## src/assert_macros.svh

```systemverilog
// Assertion helpers shared by the RTL
`ifndef ASSERT_MACROS_SVH
`define ASSERT_MACROS_SVH

// Implication checked at every rising clock edge outside reset
`define ASSERT_IMPL(label, clk, rst, ante, cons) \
   label: assert property (@(posedge clk) disable iff (rst) (ante) |-> (cons)) \
      else $error("assertion failed");

// Next-cycle implication
`define ASSERT_NEXT(label, clk, rst, ante, cons) \
   label: assert property (@(posedge clk) disable iff (rst) (ante) |=> (cons)) \
      else $error("assertion failed");

`endif

```

## src/cmf_pkg.sv

```systemverilog
package cmf_pkg;
   localparam int MAX_HASHES   = 8;
   localparam int COUNTERS     = 65536;
   localparam int COUNTER_BITS = 32;
   localparam int IDX_BITS     = 16;
   localparam int HSEL_BITS    = 3;

   localparam logic [COUNTER_BITS-1:0] CTR_MAX = '1;

   typedef enum logic [1:0] {
      OP_ADD   = 2'd0,
      OP_CHECK = 2'd1,
      OP_COUNT = 2'd2,
      OP_REMOVE = 2'd3
   } opcode_type;

   typedef enum logic [1:0] {
      ST_OK     = 2'd0,
      ST_ABSENT = 2'd1,
      ST_FEW    = 2'd2
   } status_type;

   localparam logic [1:0] CSR_ACTIVE_HASHES = 2'd0;
   localparam logic [1:0] CSR_COUNTER_COUNT = 2'd1;

   typedef enum logic [3:0] {
      S_IDLE,
      S_CLEAR,
      S_MOD,
      S_MODWAIT,
      S_RD,
      S_RDWAIT,
      S_EVAL,
      S_WR,
      S_DONE
   } state_type;

   // controller -> datapath
   typedef struct packed {
      logic clear_wr;     // write zero at clear address
      logic clear_inc;
      logic load;         // capture request
      logic mod_start;    // start reduction of current hash
      logic slot_store;   // store reduced slot
      logic rd;           // read store at current slot
      logic eval;         // evaluate read data
      logic wr;           // write back updated counter
      logic pass_reset;   // reset hash index, start second pass
      logic hash_rewind;  // reset hash index only
      logic next_hash;
      logic finish;       // build result
   } cmd_type;

   // datapath -> controller
   typedef struct packed {
      logic clear_last;
      logic mod_done;
      logic last_hash;
      logic few;
      logic is_add;
      logic is_remove;
      logic absent;       // some picked counter read zero
      logic in_scan;      // presence scan in progress (check, count, first pass of remove)
   } sts_type;
endpackage

```

## src/cmf_ctrl.sv

```systemverilog
`include "assert_macros.svh"
module cmf_ctrl import cmf_pkg::*; (
   input  logic    clock,
   input  logic    reset,
   input  logic    start,
   output logic    busy,
   output logic    rsp_valid,
   output cmd_type cmd,
   input  sts_type sts
);
   state_type state_ff, state_in;

   always_comb begin
      state_in = state_ff;
      case (state_ff)
         S_CLEAR:   if (sts.clear_last) state_in = S_IDLE;
         S_IDLE:    if (start) state_in = S_MOD;
         S_MOD:     state_in = S_MODWAIT;
         S_MODWAIT: begin
            if (sts.mod_done) state_in = sts.last_hash ? S_RD : S_MOD;
         end
         S_RD:      state_in = sts.few ? S_DONE : S_RDWAIT;
         S_RDWAIT:  state_in = S_EVAL;
         S_EVAL: begin
            if (sts.in_scan) begin
               if (!sts.last_hash) state_in = S_RD;
               else if (sts.is_remove) state_in = S_RD;
               else state_in = S_DONE;
            end else begin
               state_in = S_WR;
            end
         end
         S_WR:      state_in = sts.last_hash ? S_DONE : S_RD;
         S_DONE:    state_in = S_IDLE;
         default:   state_in = S_IDLE;
      endcase
      // leave remove after scan when absent
      if (state_ff == S_EVAL && sts.in_scan && sts.last_hash && sts.is_remove
          && (sts.absent)) begin
         state_in = S_DONE;
      end
   end

   always_comb begin
      cmd = '0;
      case (state_ff)
         S_CLEAR: begin
            cmd.clear_wr  = 1'b1;
            cmd.clear_inc = 1'b1;
         end
         S_IDLE:    cmd.load = start;
         S_MOD:     cmd.mod_start = 1'b1;
         S_MODWAIT: begin
            if (sts.mod_done) begin
               cmd.slot_store  = 1'b1;
               cmd.next_hash   = !sts.last_hash;
               cmd.hash_rewind = sts.last_hash;
            end
         end
         S_RD:      cmd.rd = 1'b1;
         S_RDWAIT:  cmd.eval = 1'b0;
         S_EVAL: begin
            cmd.eval = 1'b1;
            if (sts.in_scan) begin
               cmd.next_hash  = !sts.last_hash;
               cmd.pass_reset = sts.last_hash && sts.is_remove;
            end
         end
         S_WR: begin
            cmd.wr        = 1'b1;
            cmd.next_hash = !sts.last_hash;
         end
         S_DONE:    cmd.finish = 1'b1;
         default:   cmd = '0;
      endcase
   end

   always_ff @(posedge clock) begin
      if (reset) begin
         state_ff  <= S_CLEAR;
         rsp_valid <= 1'b0;
      end else begin
         state_ff  <= state_in;
         rsp_valid <= state_ff == S_DONE;
      end
   end

   assign busy = state_ff != S_IDLE;

   `ASSERT_NEXT(a_done_strobe, clock, reset, state_ff == S_DONE, rsp_valid)
   `ASSERT_IMPL(a_wr_not_clear, clock, reset, cmd.wr, state_ff != S_CLEAR)
   `ASSERT_IMPL(a_start_idle, clock, reset, cmd.load, !busy)
endmodule

```

## config.mk

```make
export PLATFORM = sky130hd
export DESIGN_NAME = cmf_ctrl
export DESIGN_NICKNAME = d
export VERILOG_FILES = /design/src/cmf_pkg.sv /design/src/cmf_ctrl.sv
export VERILOG_INCLUDE_DIRS = /design/src /design/src/src
export SDC_FILE = /design/constraint.sdc
export NUM_CORES = 1
export LEC_CHECK = 0
export BUFFER_PORTS_ARGS = -buffer_cell sky130_fd_sc_hd__buf_2
export CAP_MARGIN = 20
export CORE_MARGIN = 2
export CORE_UTILIZATION = 30
export DETAILED_ROUTE_END_ITERATION = 6
export SETUP_SLACK_MARGIN = 0.2
export SKIP_CTS_REPAIR_TIMING = 1
export SYNTH_ARGS = -nofsm -noshare
export SYNTH_HDL_FRONTEND = slang
export SYNTH_SLANG_ARGS = --single-unit
```

## constraint.sdc

```tcl
create_clock -name clock -period 1.5 [get_ports clock]
set_input_delay 0.375 -clock clock [delete_from_list [all_inputs] [get_ports clock]]
set_output_delay 0.375 -clock clock [all_outputs]
set_load 0.01 [all_outputs]
```

==> summary.txt <==
Yosys
  • Post-synth cell types: 30
  • Synth warn: 0
  • Post-synthesis compound-gate area fraction: 21.9%
  • #FFs+latches synth: 5
  • Mapped Nets: 67
  • Largest family of logic cells by synthesized area: simple AND/OR/NAND/NOR gates
  • Synthesized area: 474 sq um
  • Synth Area in Adders: 0%
  • Mux share of post-synthesis cell area: 2.11%
  • Syn avg cell area: 8.47 sq um
  • Simple-Gate Fraction of Synth Area: 46.4%
  • Synth Instances: 56
  • Xor/xnor share of the synthesized area: 0%
  • Post-synthesis sequential area ratio: 21.1%

Timing
  • Fmax: 605 MHz
  • RSZ-0062 raised after global routing: true
  • Slew Limit Fails: 0
  • Final period util: 110%
  • Hold Violations, Final: 0
  • Final Skew: 1.22 ps
  • Final WS setup: -152 ps
  • Setup-failing EPs final: 11
  • Fin crit period: 1650 ps
  • Setup TNS: -918 ps
  • Slew margin rel.: 81.0%
  • Slew at the pin closest to its max-slew limit: 278 ps

Floorplan
  • Row count: 14
  • Placeable Area: 0.00149 sq mm
  • Die area: 0.00191 sq mm
  • Initial core utilization: 31.8%
  • Horiz. Die Dim: 43.8 um
  • I/O Pins: 25
  • Die height: 43.8 um

GRT
  • Global-route wire length before repair: 1960 um
  • Largest net degree at the start of global routing: 14
  • Initial antenna violation count: 0
  • Total gr overflow: 0
  • Gr usage total: 14.1%
  • Vias in the first global route: 464

Critical path
  • Buf/Inv on CP: 1
  • CP endpoint kind: output pin
  • Arrival time at the worst endpoint: 1280 ps
  • Critical path's slowest cell: dfxtp_4
  • Critical path's largest stage delay: 370 ps
  • Worst endpoint required time: 1120 ps
  • Startpoint types: flop
  • CP delay by family, top: simple AND/OR/NAND/NOR gates
  • Crit-path max FO: 4
  • Worst path cell trace: nor4bb_4 > and4_4 > buf_6
  • Crit path kind: flop to output pin

Layout
  • Final net count: 104
  • Cell area after layout: 863 sq um
  • Area grow syn2layout: 82.1%
  • Fillers: 141
  • Most frequent cells in the layout: 18 x buf_2, 9 x buf_6, 7 x buf_4
  • Fraction of layout cells with a size suffix above 1: 67.4%
  • Diode count: 0
  • Commonest non-fill, non-tap cell in the layout: buf_2

Pwr
  • Power density cells: 481 mW/mm^2
  • Leakage Power: 0.383 nW
  • VDD IR max: 0.000216 V
  • Overall Power: 0.415 mW

Clock network
  • CTS clk-pin slew, worst paths: 40 ps
  • TritonCTS clock tree: done
  • Clock Tree Buf Depth: 2
  • TritonCTS Buffers: 3
  • Clock Sinks: 5
  • H-tree depth: 1
  • Clock insertion delay at the later pin of the skew report: 250 ps
  • Root Driver: clkbuf_4

Status
  • Failing checks: negative setup slack
  • Status: finished with violations

Routing
  • DRT antenna net count: 0
  • Via density per instance: 5.04
  • Routed vias: 544
  • Total Wirelength: 1390 um
  • DRC viols: 0
  • DR pass1 iterations: 4
  • Detailed Route Iter0 Violations: 8
  • WL/cell: 12.9 um

Min path
  • Hold Crit Class: input pin to flop

Placed design
  • Placed cell area: 686 sq um
  • Post-DP HPWL: 967 um
  • Pre-CTS WS: 16.2 ps
  • Gpl congestion: 0.806
  • Port Buf Inserts: 23

Flow run
  • Max-cap violation count: 0
## synth_stat cells
| master | instances | share of area, % |
|---|---|---|
| a211oi_1 | 1 | 1.6 |
| a21oi_1 | 3 | 3.2 |
| a21oi_2 | 1 | 1.8 |
| a221o_1 | 1 | 2.1 |
| a221oi_2 | 1 | 3.2 |
| a22oi_1 | 2 | 3.2 |
| and2_1 | 3 | 4.0 |
| and3_1 | 2 | 2.6 |
| and3b_1 | 1 | 1.8 |
| and4_4 | 1 | 2.4 |
| and4b_1 | 1 | 2.1 |
| buf_2 | 2 | 2.1 |
| buf_4 | 1 | 1.6 |
| buf_6 | 1 | 2.4 |
| dfxtp_1 | 5 | 21 |
| inv_1 | 2 | 1.6 |
| inv_2 | 1 | 0.79 |
| mux2i_1 | 1 | 2.1 |
| nand2_1 | 4 | 3.2 |
| nand2b_1 | 2 | 2.6 |
| nand3_1 | 1 | 1.1 |
| nor2_1 | 5 | 4.0 |
| nor2b_1 | 4 | 5.3 |
| nor3b_2 | 1 | 2.6 |
| nor4b_2 | 3 | 9.5 |
| nor4bb_4 | 1 | 5.3 |
| o21a_1 | 1 | 1.6 |
| o21ai_0 | 2 | 2.1 |
| o22ai_1 | 1 | 1.3 |
| o2bb2ai_1 | 1 | 1.8 |
## stage by stage
stage,std cells,hold WS (ps),util (%)
final,108,342,58.0
after global routing,108,350,58.0
after CTS,104,331,47.8
after detailed placement,100,602,46.1
after global placement,100,592,46.1
after floorplan,56,437,-
## logic make-up after synthesis
kind of cell    after synthesis
mux                           1
flops                         5
buf+inv                       7
simple gates                 29
compound gates               14
## layout make-up
cell class	count	area, sq um	share of cell area, %
timing repair buffer	36	279	32.3
clock buffer	4	26.3	3.04
multi-input combinational	44	412	47.7
tap	16	20.0	2.32
inverter	3	11.3	1.30
sequential	5	115	13.3
## power by group
group	leakage, nW	internal (mW)	switching [mW]
logic	0.325	0.0623	0.0568
clock network	0.0150	0.101	0.0585
registers	0.0432	0.131	0.00514
total	0.383	0.294	0.121
## flip-flops by register name, summed over array words and instances (netlist names)
| register | flops |
|---|---|
| rsp_valid | 1 |
| state_ff | 4 |
## layer usage
metal  vias to the layer above  global-route usage, %  share of wire (%)
met4                         0                   5.45                1.2
met5                         -                      0                  0
met2                        16                   21.5                 55
met3                         2                   5.42                5.6
met1                       251                   18.0                 38
li1                        275                      -                  -
## worst paths after layout
kind | startpoint | end | slack [ps] | depth (start not counted)
worst max-delay path | state_ff[3]$_SDFFE_PP0P_ | cmd[3] | -150 | 3
worst min-delay path | reset | state_ff[3]$_SDFFE_PP0P_ | 340 | 2
worst max register to register | state_ff[1]$_SDFFE_PP0P_ | state_ff[1]$_SDFFE_PP0P_ | 50 | 6
worst min register to register | state_ff[1]$_SDFFE_PP0P_ | rsp_valid$_SDFF_PP0_ | 710 | 3
No activity file was read; power rests on OpenSTA's default activity.
